`src/efu_pkg.sv`:
```
// shared constants and types for the event flag unit
`timescale 1ns / 1ps
package efu_pkg;
    localparam int MAX_WAITERS_DEF = 8;
    localparam int FLAG_WIDTH_DEF  = 32;

    localparam logic [5:0] MODE_LEGAL      = 6'h31;
    localparam logic [5:0] MODE_CLEAR_BOTH = 6'h30;

    localparam logic [2:0] OP_SET     = 3'd0;
    localparam logic [2:0] OP_CLEAR   = 3'd1;
    localparam logic [2:0] OP_WAIT    = 3'd2;
    localparam logic [2:0] OP_POLL    = 3'd3;
    localparam logic [2:0] OP_CANCEL  = 3'd4;
    localparam logic [2:0] OP_TIMEOUT = 3'd5;
    localparam logic [2:0] OP_STATUS  = 3'd6;

    localparam logic [3:0] ST_OK        = 4'd0;
    localparam logic [3:0] ST_BAD_MODE  = 4'd1;
    localparam logic [3:0] ST_ZERO_PAT  = 4'd2;
    localparam logic [3:0] ST_MULTI     = 4'd3;
    localparam logic [3:0] ST_NO_MATCH  = 4'd4;
    localparam logic [3:0] ST_QUEUED    = 4'd5;
    localparam logic [3:0] ST_WOKEN     = 4'd6;
    localparam logic [3:0] ST_TIMED_OUT = 4'd7;
    localparam logic [3:0] ST_CANCELLED = 4'd8;
    localparam logic [3:0] ST_FULL      = 4'd9;
    localparam logic [3:0] ST_UNKNOWN   = 4'd10;

    localparam logic [2:0] ADDR_INIT_PAT = 3'd0;
    localparam logic [2:0] ADDR_ALLOW    = 3'd4;

    typedef struct packed {
        logic [3:0]  status;
        logic [7:0]  waiter;
        logic [31:0] pattern;
        logic [3:0]  count;
        logic        last;
    } result_t;
endpackage

```
`src/event_flag_unit.sv`:
```
// event flag unit top level: controller around the waiter table memory
//
//  channel | direction | request
//  s_      | in        | opcode, bits_value, wait_mode, waiter_tag
//  m_      | out       | status, waiter_out, pattern_out, count_out (tdata), last (tlast)
//  cfg     | in        | apb writes of initial_pattern and allow_many_waiters
//
// table slots are read one at a time through the single read port of the memory, each
// evaluated before the next is read; clear, status, poll and wait do not walk the table
// cancel and timeout walk the queued waiters; set walks the waiters it examines
// each wake in set moves the younger waiters down one slot to close the gap
// synchronous active-low reset empties the table; the output register holds under stall
`timescale 1ns / 1ps
module event_flag_unit #(
    parameter int MAX_WAITERS = efu_pkg::MAX_WAITERS_DEF,
    parameter int FLAG_WIDTH  = efu_pkg::FLAG_WIDTH_DEF
) (
    input  logic        aclk,
    input  logic        aresetn,
    input  logic        s_tvalid,
    output logic        s_tready,
    // opcode[2:0], bits_value[34:3], wait_mode[40:35], waiter_tag[48:41], zero fill
    input  logic [55:0] s_tdata,
    output logic        m_tvalid,
    input  logic        m_tready,
    // status[3:0], waiter_out[11:4], pattern_out[43:12], count_out[47:44]
    output logic [47:0] m_tdata,
    output logic        m_tlast,
    input  logic        psel,
    input  logic        penable,
    input  logic        pwrite,
    input  logic [2:0]  paddr,
    input  logic [31:0] pwdata,
    output logic [31:0] prdata,
    output logic        pready
);
    localparam int AW = (MAX_WAITERS > 1) ? $clog2(MAX_WAITERS) : 1;
    localparam int CW = $clog2(MAX_WAITERS + 1);
    localparam int DW = FLAG_WIDTH + 3 + 8;
    localparam int PW = (FLAG_WIDTH < 32) ? FLAG_WIDTH : 32;

    typedef enum logic [2:0] {
        S_IDLE, S_READ, S_EVAL, S_SHIFT_RD, S_SHIFT_WR, S_FINAL, S_OUT
    } state_t;

    state_t state_reg, state_next;
    logic [FLAG_WIDTH-1:0] flag_reg, flag_next, bits_reg, bits_next;
    logic [31:0] init_reg, init_next;
    logic        allow_reg, allow_next;
    logic [CW-1:0] total_reg, total_next, idx_reg, idx_next, cnt_reg, cnt_next;
    logic [CW-1:0] walk_reg, walk_next;
    logic [2:0]  op_reg, op_next;
    logic [5:0]  mode_reg, mode_next;
    logic [7:0]  tag_reg, tag_next;
    logic        remove_reg, remove_next;
    efu_pkg::result_t out_reg, out_next;
    logic        out_valid_reg, out_valid_next;

    logic          we;
    logic [AW-1:0] waddr, raddr;
    logic [DW-1:0] wdata, rdata;

    efu_waiter_ram #(.DEPTH(MAX_WAITERS), .DW(DW), .AW(AW)) u_ram (
        .aclk(aclk), .we(we), .waddr(waddr), .wdata(wdata), .raddr(raddr), .rdata(rdata)
    );

    logic [FLAG_WIDTH-1:0] r_mask;
    logic [2:0] r_flags;
    logic [7:0] r_ident;
    assign r_mask  = rdata[FLAG_WIDTH-1:0];
    assign r_flags = rdata[FLAG_WIDTH+2:FLAG_WIDTH];
    assign r_ident = rdata[DW-1:FLAG_WIDTH+3];

    function automatic logic match_f(logic [FLAG_WIDTH-1:0] fl, logic [FLAG_WIDTH-1:0] m,
                                     logic orm);
        return orm ? ((fl & m) != '0) : ((fl & m) == m);
    endfunction

    function automatic logic [FLAG_WIDTH-1:0] clear_f(logic [FLAG_WIDTH-1:0] fl,
                                                     logic [FLAG_WIDTH-1:0] m, logic [2:0] f);
        logic [FLAG_WIDTH-1:0] r;
        r = fl;
        if (f[1]) r = '0;
        if (f[2]) r = r & ~m;
        return r;
    endfunction

    function automatic logic [3:0] cnt4(logic [CW-1:0] c);
        logic [CW+3:0] w;
        w = {4'd0, c};
        return (w > 15) ? 4'd15 : w[3:0];
    endfunction

    logic cfg_wr;
    assign cfg_wr = psel && penable && pwrite;
    assign pready = 1'b1;
    always_comb begin
        unique case (paddr)
            efu_pkg::ADDR_INIT_PAT: prdata = init_reg;
            default:                prdata = {31'd0, allow_reg};
        endcase
    end

    assign s_tready = (state_reg == S_IDLE) && !out_valid_reg;
    assign m_tvalid = out_valid_reg;
    assign m_tdata  = {out_reg.count, out_reg.pattern, out_reg.waiter, out_reg.status};
    assign m_tlast  = out_reg.last;

    logic out_free;
    assign out_free = !out_valid_reg || m_tready;

    logic [2:0] fenc;
    assign fenc = {mode_reg[5], mode_reg[4], mode_reg[0]};
    logic [FLAG_WIDTH-1:0] fl_eval, fl_clr;

    // memory addressing
    always_comb begin
        raddr = idx_reg[AW-1:0];
        we = 1'b0;
        waddr = idx_reg[AW-1:0];
        wdata = rdata;
        if (state_reg == S_SHIFT_RD) raddr = AW'(idx_reg + 1'b1);
        if (state_reg == S_SHIFT_WR) we = 1'b1;
        if (state_reg == S_FINAL && op_reg == efu_pkg::OP_WAIT && remove_reg) begin
            we = 1'b1;
            waddr = total_reg[AW-1:0];
            wdata = {tag_reg, fenc, bits_reg};
        end
    end

    logic [FLAG_WIDTH-1:0] bits_in;
    assign bits_in = FLAG_WIDTH'(s_tdata[34:3]);
    assign fl_eval = flag_reg;
    assign fl_clr  = flag_reg & bits_reg;

    always_comb begin
        state_next = state_reg;
        flag_next = flag_reg;
        bits_next = bits_reg;
        init_next = init_reg;
        allow_next = allow_reg;
        total_next = total_reg;
        idx_next = idx_reg;
        cnt_next = cnt_reg;
        walk_next = walk_reg;
        op_next = op_reg;
        mode_next = mode_reg;
        tag_next = tag_reg;
        remove_next = remove_reg;
        out_next = out_reg;
        out_valid_next = out_valid_reg;
        if (m_tready) out_valid_next = 1'b0;
        if (cfg_wr && paddr == efu_pkg::ADDR_INIT_PAT) begin
            init_next = pwdata;
            flag_next = FLAG_WIDTH'(pwdata);
        end
        if (cfg_wr && paddr == efu_pkg::ADDR_ALLOW) allow_next = pwdata[0];
        unique case (state_reg)
            S_IDLE: begin
                if (s_tvalid && s_tready) begin
                    op_next = s_tdata[2:0];
                    bits_next = bits_in;
                    mode_next = s_tdata[40:35];
                    tag_next = s_tdata[48:41];
                    idx_next = '0;
                    cnt_next = '0;
                    walk_next = '0;
                    remove_next = 1'b0;
                    if (s_tdata[2:0] == efu_pkg::OP_SET) begin
                        if (bits_in != '0) begin
                            flag_next = flag_reg | bits_in;
                            state_next = S_READ;
                        end else begin
                            state_next = S_FINAL;
                        end
                    end else if (s_tdata[2:0] == efu_pkg::OP_CANCEL ||
                                 s_tdata[2:0] == efu_pkg::OP_TIMEOUT) begin
                        state_next = S_READ;
                    end else begin
                        state_next = S_FINAL;
                    end
                end
            end
            S_READ: begin
                if (idx_reg >= total_reg ||
                    (op_reg == efu_pkg::OP_SET && flag_reg == '0)) state_next = S_FINAL;
                else state_next = S_EVAL;
            end
            S_EVAL: begin
                if (out_free) begin
                    state_next = S_READ;
                    case (op_reg)
                        efu_pkg::OP_SET: begin
                            if (match_f(fl_eval, r_mask, r_flags[0])) begin
                                flag_next = clear_f(fl_eval, r_mask, r_flags);
                                out_next = '{efu_pkg::ST_WOKEN, r_ident,
                                             32'(fl_eval[PW-1:0]), 4'd0, 1'b0};
                                out_valid_next = 1'b1;
                                walk_next = idx_reg;
                                state_next = S_SHIFT_RD;
                            end else begin
                                idx_next = idx_reg + 1'b1;
                            end
                        end
                        efu_pkg::OP_CANCEL: begin
                            out_next = '{efu_pkg::ST_CANCELLED, r_ident, 32'd0, 4'd0, 1'b0};
                            out_valid_next = 1'b1;
                            cnt_next = cnt_reg + 1'b1;
                            idx_next = idx_reg + 1'b1;
                        end
                        default: begin
                            if (r_ident == tag_reg) begin
                                remove_next = 1'b1;
                                state_next = S_SHIFT_RD;
                            end else begin
                                idx_next = idx_reg + 1'b1;
                            end
                        end
                    endcase
                end
            end
            S_SHIFT_RD: begin
                if (idx_reg + 1'b1 >= total_reg) begin
                    total_next = total_reg - 1'b1;
                    if (op_reg == efu_pkg::OP_SET) begin
                        idx_next = walk_reg;
                        state_next = S_READ;
                    end else begin
                        state_next = S_FINAL;
                    end
                end else begin
                    state_next = S_SHIFT_WR;
                end
            end
            S_SHIFT_WR: begin
                idx_next = idx_reg + 1'b1;
                state_next = S_SHIFT_RD;
            end
            S_FINAL: begin
                if (out_free) begin
                    out_valid_next = 1'b1;
                    state_next = S_IDLE;
                    out_next = '{efu_pkg::ST_OK, 8'd0, 32'(flag_reg[PW-1:0]),
                                 cnt4(total_reg), 1'b1};
                    case (op_reg) inside
                        efu_pkg::OP_SET, efu_pkg::OP_STATUS: ;
                        efu_pkg::OP_CLEAR: begin
                            flag_next = fl_clr;
                            out_next.pattern = 32'(fl_clr[PW-1:0]);
                        end
                        efu_pkg::OP_CANCEL: begin
                            total_next = '0;
                            flag_next = bits_reg;
                            out_next.pattern = 32'(bits_reg[PW-1:0]);
                            out_next.count = cnt4(cnt_reg);
                        end
                        efu_pkg::OP_TIMEOUT: begin
                            out_next.pattern = 32'd0;
                            if (remove_reg) begin
                                out_next.status = efu_pkg::ST_TIMED_OUT;
                                out_next.waiter = tag_reg;
                            end else begin
                                out_next.status = efu_pkg::ST_UNKNOWN;
                            end
                        end
                        efu_pkg::OP_WAIT, efu_pkg::OP_POLL: begin
                            if (remove_reg) begin
                                out_next.status = efu_pkg::ST_QUEUED;
                                out_next.pattern = 32'd0;
                                out_next.count = cnt4(total_reg + 1'b1);
                                total_next = total_reg + 1'b1;
                            end else if ((mode_reg & ~efu_pkg::MODE_LEGAL) != 6'd0 ||
                                (mode_reg & efu_pkg::MODE_CLEAR_BOTH) ==
                                efu_pkg::MODE_CLEAR_BOTH) begin
                                out_next.status = efu_pkg::ST_BAD_MODE;
                                out_next.pattern = 32'd0;
                            end else if (bits_reg == '0) begin
                                out_next.status = efu_pkg::ST_ZERO_PAT;
                                out_next.pattern = 32'd0;
                            end else if (!allow_reg && total_reg != '0) begin
                                out_next.status = efu_pkg::ST_MULTI;
                                out_next.pattern = 32'd0;
                            end else if (match_f(flag_reg, bits_reg, fenc[0])) begin
                                flag_next = clear_f(flag_reg, bits_reg, fenc);
                            end else if (op_reg == efu_pkg::OP_POLL) begin
                                out_next.status = efu_pkg::ST_NO_MATCH;
                            end else if (total_reg >= CW'(MAX_WAITERS)) begin
                                out_next.status = efu_pkg::ST_FULL;
                                out_next.pattern = 32'd0;
                            end else begin
                                // queue: next cycle writes the slot and reports it together
                                out_valid_next = 1'b0;
                                remove_next = 1'b1;
                                state_next = S_FINAL;
                            end
                        end
                        default: begin
                            out_next.status = efu_pkg::ST_BAD_MODE;
                            out_next.pattern = 32'd0;
                        end
                    endcase
                end
            end
            default: state_next = S_IDLE;
        endcase
    end

    always_ff @(posedge aclk) begin
        if (!aresetn) begin
            state_reg <= S_IDLE;
            flag_reg <= '0;
            bits_reg <= '0;
            init_reg <= '0;
            allow_reg <= 1'b0;
            total_reg <= '0;
            idx_reg <= '0;
            cnt_reg <= '0;
            walk_reg <= '0;
            op_reg <= '0;
            mode_reg <= '0;
            tag_reg <= '0;
            remove_reg <= 1'b0;
            out_reg <= '0;
            out_valid_reg <= 1'b0;
        end else begin
            state_reg <= state_next;
            flag_reg <= flag_next;
            bits_reg <= bits_next;
            init_reg <= init_next;
            allow_reg <= allow_next;
            total_reg <= total_next;
            idx_reg <= idx_next;
            cnt_reg <= cnt_next;
            walk_reg <= walk_next;
            op_reg <= op_next;
            mode_reg <= mode_next;
            tag_reg <= tag_next;
            remove_reg <= remove_next;
            out_reg <= out_next;
            out_valid_reg <= out_valid_next;
        end
    end
endmodule

```
`src/efu_waiter_ram.sv`:
```
// waiter table memory: one write port, one registered read port
`timescale 1ns / 1ps
module efu_waiter_ram #(
    parameter int DEPTH = efu_pkg::MAX_WAITERS_DEF,
    parameter int DW    = 43,
    parameter int AW    = (DEPTH > 1) ? $clog2(DEPTH) : 1
) (
    input  logic          aclk,
    input  logic          we,
    input  logic [AW-1:0] waddr,
    input  logic [DW-1:0] wdata,
    input  logic [AW-1:0] raddr,
    output logic [DW-1:0] rdata
);
    logic [DW-1:0] mem [DEPTH];

    always_ff @(posedge aclk) begin
        if (we) begin
            mem[waddr] <= wdata;
        end
        rdata <= mem[raddr];
    end
endmodule
```
`config.mk`:
```
export PLATFORM = sky130hd
export DESIGN_NAME = event_flag_unit
export DESIGN_NICKNAME = d
export VERILOG_FILES = /design/src/efu_pkg.sv /design/src/event_flag_unit.sv /design/src/efu_waiter_ram.sv
export SDC_FILE = /design/constraint.sdc
export NUM_CORES = 1
export LEC_CHECK = 0
export ABC_CLOCK_PERIOD_IN_PS = 6010
export BUFFER_PORTS_ARGS = -buffer_cell sky130_fd_sc_hd__buf_4
export CORE_MARGIN = 8
export CORE_UTILIZATION = 61
export DETAILED_ROUTE_END_ITERATION = 16
export PLACE_DENSITY = 0.8
export SETUP_SLACK_MARGIN = 0.5
export SYNTH_ARGS = -nofsm -noshare
export SYNTH_HDL_FRONTEND = slang
export SYNTH_HIERARCHICAL = 1
export SYNTH_SLANG_ARGS = --single-unit
```
`constraint.sdc`:
```
create_clock -name aclk -period 6.01 [get_ports aclk]
set_input_delay 0.601 -clock aclk [delete_from_list [all_inputs] [get_ports aclk]]
set_output_delay 0.601 -clock aclk [all_outputs]
set_load 0.005 [all_outputs]
```
# Yosys cells after proc, flatten, opt, wreduce, memory -nomap -nowiden
# Memory sizes are Yosys's and may differ from the RTL's. A register that Yosys moved wholly into a read port is not among the register bits.
# Cells that the tools add are included.
# classes
div_mod_pow	0
addsub	4
eq_ne	37
reduce_logical	43
bitwise	7
mul	0
shifts	0
mux	172
n_lt_le_gt_ge	3
# ops
cell	count
$mux W32	51
$pmux W49 S2	2
$mux W49	3
$mux W4	35
$and A32 B32 Y32	4
$pmux W32 S3	1
$reduce_bool A32 Y1	3
$mux W3	23
$eq A32 B32 Y1	2
$logic_not A32 Y1	2
$not A32 Y32	2
$mux W43	1
$mux W8	5
$mux W1	39
$or A32 B32 Y32	1
$pmux W4 S2	4
$eq A3 B3 Y1 const B	8
$ne A2 B2 Y1 const B	11
$pmux W3 S6	1
$pmux W4 S4	1
$reduce_and A5 Y1	3
$add A4 B1 Y4 const B	3
$eq A3 B2 Y1 const B	4
$logic_not A3 Y1	4
other kinds (26)	53
# totals
mem_count	1
word_cells	286
ff_bits	184
input_bits	98
out_inout_bits	84
latch_bits	0
mem_bits_ro	0
mem_bits_rw	344
# memory_table
memory	words	word_bits	rd	rd_ports_with_merged_regs	write_ports	line_no	text
u_ram.mem	8	43	1	1	1	efu_waiter_ram.sv:15	logic [DW-1:0] mem [DEPTH];

# Longest topological paths before layout
# depth
word_depth	29
depth_mapped	12

# Cells and area by module
# Netlist, hierarchy kept.
# by_module_without_submodules
mod	seq_area_each_um2	area_each_um2	cells_each	instances
efu_waiter_ram	11190.7	14027.2	554	1
event_flag_unit	3683.5	13446.6	1847	1

# Least setup slack after synthesis
# OpenSTA, ideal clock, no wires.
# synth_path
path_kind	flip-flop to flip-flop
from	reg op_reg[1]
to	mem u_ram.mem[0][0], enable pin
arrival_ns	5.034
setup_time_ns	0.497
path_stages_with_launch	9
setup_slack_ns	0.479
n_path_buf	3
period_less_slack_ns	5.531
path_cell_list	dfxtp_1 nor2b_1 clkbuf_1 nand2_1 nor3_1 clkbuf_1 clkbuf_1 o21ai_0 nor3_1
# synth_between
elab_cells_between_ends	7
classes_between	1 x eq/ne; 4 x mux; 2 x reduce/logical
# synth_rtl
element	line_no	text
start, declared	event_flag_unit.sv:52	logic [2:0] op_reg, op_next;
start signal, assigned	event_flag_unit.sv:335	op_reg <= op_next;
$eq A3 B2 Y1	event_flag_unit.sv:124	if (state_reg == S_FINAL && op_reg == efu_pkg::OP_WAIT && remove_reg) begin
$logic_and A1 B1 Y1 (2 in a row)	event_flag_unit.sv:124	
$mux W3	event_flag_unit.sv:124	
net waddr[0]	event_flag_unit.sv:60	logic [AW-1:0] waddr, raddr;
end, declared	efu_waiter_ram.sv:15	
# The timed path passes the listed nets, and every way through them passes these cells.

# Worst setup path in the final report
# layout_path
from	reg flag_reg[25], in the netlist fl_eval[25]
to	reg flag_reg[17], in the netlist fl_eval[17]
# layout_between
elab_chain_len	15
elab_cells_between_ends	23
classes_between	2 x eq/ne; 17 x mux; 2 x bitwise; 2 x reduce/logical
# layout_lines
element	line_no	text
start, declared	event_flag_unit.sv:47	logic [FLAG_WIDTH-1:0] flag_reg, flag_next, bits_reg, bits_next;
start signal, assigned	event_flag_unit.sv:327	flag_reg <= flag_next;
$and A32 B32 Y32	event_flag_unit.sv:76	return orm ? ((fl & m) != '0) : ((fl & m) == m);
$eq A32 B32 Y1 or $reduce_bool A32 Y1 (tied branches)	event_flag_unit.sv:76	
$mux W1	event_flag_unit.sv:76	
$mux W32	event_flag_unit.sv:283	end else if (match_f(flag_reg, bits_reg, fenc[0])) begin
$mux W32	event_flag_unit.sv:280	end else if (!allow_reg && total_reg != '0) begin
$mux W32	event_flag_unit.sv:277	end else if (bits_reg == '0) begin
$mux W32	event_flag_unit.sv:272	end else if ((mode_reg & ~efu_pkg::MODE_LEGAL) != 6'd0 ||
$mux W32	event_flag_unit.sv:267	if (remove_reg) begin
$mux W32 (5 in a row)	event_flag_unit.sv:245	case (op_reg) inside
$mux W32	event_flag_unit.sv:240	if (out_free) begin
$pmux W32 S3 *	event_flag_unit.sv:158	unique case (state_reg)
# Mark *: on every way between the ends. The rest lies on a longest branch, timed or not.
# A chain may end at the register's enable or synchronous reset.

==> flow_summary_export.csv <==
group,metric,value,unit
synth,yosys_warnings,6,
cts,cts_resized,0,
placed_design,numPortBuffers,173,
final_layout,post-route-cell-area,31000,um2
setup_path,crit_buf_inv,2,
final_layout,layout-drive-gt1-share,21.2,%
floorplanning,die_y,228,um
sta,hold_viol,0,
setup_path,reg2reg_to,"fl_eval[17]",
placed_design,hpwl,57700,um
min_path,hold_class,"input port to flop",
synth,ys_async_sr_fraction,0,%
sta,fin_tns_setup,0,ns
job,maxCapViolCount,0,
pwr,worst_ir_drop_vdd,0.381,mV
pwr,p_int,0.00877,W
setup_path,slowest_stage,"o31ai_4",
final_layout,nets,2577,
floorplanning,initial_core_util,62.0,%
final_layout,largest_register,"u_ram/mem",
setup_path,critical_path_required,6.54,ns
global_route,grt_use_total,32.7,%
floorplanning,die_w,228,um
floorplanning,fp-row-count,77,
cts,cts.sinks,571,
cts,cts_buffers,55,
pwr,p_comb_share,29.8,%
final_layout,nFillCells,3122,
setup_path,crit_family,"compound AO/OA/AOI/OAI gates",
min_path,hold-path-cell-count,3,
cts,clockBufferDepth,3,
synth,syn_inst,2401,
cts,ctsRootBufferMaster,"clkbuf_16",
cts,clkTransAtPathRegs,0.07,ns
setup_path,critPathCaptureType,"flop",
setup_path,cp_data_arrival_time,5.18,ns
pwr,p_sw,0.00466,W
setup_path,cpPeakStageDelay,1.16,ns
setup_path,regToRegStartpoint,"fl_eval[25]",
final_layout,layout.cells.most_common,"nand2_1",
final_layout,utilization,69.9,%
sta,fin_crit_sh,77.4,%
pwr,clkPwrFrac,27.2,%
sta,slew_headroom,4.11,%
min_path,hold_start,"s_tdata[39]",
global_route,antenna_found_initial,1,
floorplanning,coreArea,44300,um2
pwr,sw_frac_of_total,34.7,%
routing,drt_iter0_drc,3129,
sta,hold_slack,0.214,ns
routing,num_vias,21700,
sta,rsz0062_at_grt,"false",
routing,antenna_left,0,
pwr,p_per_area,434,nW/um2
synth,synth-seq-cells,571,
cts,clock_latency,0.63,ns
setup_path,cp_cell_sequence,"inv_1, a22o_1, nor4_1, a41oi_1, or4b_1, o31ai_4, buf_4, nand3_1, o2111ai_1",
final_layout,largest_register_ffs,344,
synth,avgSynthCellArea,11.4,um2
global_route,grt_first_pass_wirelength,132000,um
final_layout,multi_input_area,11600,um2
pwr,power_leakage,10.6,nW
routing,finalWirelength,88700,um
sta,worstMarginPinSlew,1.44,ns
setup_path,rrSetupSlack,1.36,ns
floorplanning,io_pins,182,
min_path,hold_end,"mode_reg[4]",
pwr,pwr-share-seq,43.0,%
routing,vias_per_cell,6.98,
global_route,grt_pass1_vias,20600,
cts,post-cts-setup-buffer-count,0,
setup_path,reg2reg_depth,9,
setup_path,critPathMaxFanout,25,
setup_path,crit_path_start_kind,"flop",
run_status,status,"finished clean",
pwr,power,0.0134,W
synth,synthesis.area,27500,um2
placed_design,gp_congestion,1.02,
global_route,grt_max_degree,87,
sta,max_freq,0.215,GHz
cts,cts_max_level,2,
placed_design,dpl_cell_area,29000,um2
cts,cts_tree,"built",
final_layout,area_delta_synth_final,12.7,%
final_layout,final_cell_mix,"nand2_1 (358), edfxtp_1 (344), dfxtp_1 (224)",
synth,synth-edff-count,344,
synth,ys.flop_type,"edfxtp_1",
routing,drtPass1Iterations,6,
synth,yosysSeqAreaShare,54.1,%
sta,min_period,4.65,ns
setup_path,critical_path_class,"flop to flop",
floorplanning,dieArea,52100,um2
sta,setup_viol,0,
routing,drc,0,
sta,finalClockSkew,0.0334,ns
final_layout,regArea,14900,um2
synth,yosysUniqueCellTypes,89,
global_route,gr-total-overflow,0,
routing,wl_per_cell,28.6,um
synth,syn_nets,2511,
sta,slew_viol_final,0,
cts,ctsHoldBuffers,0,
-- stage by stage --
stage / std cells / worst slack [ns]
final: 3106 / 1.36
after global placement: 3002 / 1.73
after global routing: 3106 / 1.31
after floorplan: 2401 / 0.479
after detailed placement: 3002 / 1.65
after CTS: 3105 / 1.62
-- worst reg2reg max path, delay by kind of cell (launching register included) --
kind | cells | cell delay (ns)
buf+inv | 2 | 0.63
simple gates | 3 | 1.40
flops | 1 | 0.63
compound gates | 4 | 1.92
-- cells by family after synthesis --
logic type	synth area share (%)
adders and majority gates	0.546
muxes	12.2
other	0.0136
DFF	54.1
and+or+nand+nor	12.7
AOI/OAI and AO/OA	15.6
xor gates and xnor gates	0.510
buffers and inverters	4.32
-- power by group through the flow --
| stage | Sequential, W | Clock [W] | Combinational [W] |
|---|---|---|---|
| 5_1_grt | 0.00578 | 0.00384 | 0.00425 |
| 6_report | 0.00578 | 0.00365 | 0.00400 |
| 4_1_cts | 0.00571 | 0.00369 | 0.00392 |
| 3_5_place_dp | 0.00579 | 0 | 0.00388 |
| 3_3_place_gp | 0.00576 | 0 | 0.00376 |
| 2_1_floorplan | 0.00536 | 0 | 0.00294 |
-- Yosys cell counts (all sizes together), types with 42 or more instances --
cell type | n | area, um2
a211oi | 50 | 393
a21oi | 165 | 826
a22o | 42 | 368
and2 | 64 | 400
buf | 74 | 499
clkbuf | 135 | 508
dfxtp | 227 | 4540
edfxtp | 344 | 10300
inv | 47 | 176
mux2 | 91 | 1170
mux4 | 86 | 1950
nand2 | 365 | 1390
nand3 | 53 | 270
nor2 | 80 | 300
nor3 | 45 | 230
nor4 | 45 | 303
o21ai | 80 | 404
o221ai | 54 | 473
-- per-layer routing --
metal  up-vias  track usage, %  wire length [um]
met1     10500            44.5             34200
met4         0            15.2              4550
met3       306            7.41             10500
met2      1560            49.8             39500
met5         -               0                 0
li1       9315               -                 -
-- worst max path at each step --
stage                 endpoint  cells after the start  slack, ns        start
6_report           fl_eval[17]                      9       1.36  fl_eval[25]
5_1_grt        u_ram/mem[5][2]                      8       1.31    op_reg[1]
4_1_cts        u_ram/mem[5][2]                      7       1.62    op_reg[1]
3_5_place_dp       fl_eval[17]                      9       1.65  fl_eval[25]
3_3_place_gp       fl_eval[17]                      9       1.73  fl_eval[25]
2_1_floorplan  u_ram/mem[0][0]                      8       0.48    op_reg[1]
-- final cells by class --
type	count	area share (%)
Sequential cell	571	48.1
Multi-Input combinational cell	1573	37.3
Timing Repair Buffer	218	5.45
Clock buffer	70	4.79
Tap cell	592	2.39
Clock inverter	33	1.37
Inverter	48	0.586
Antenna cell	1	0.00808
Note: power is estimated with default switching activity, not from simulation.
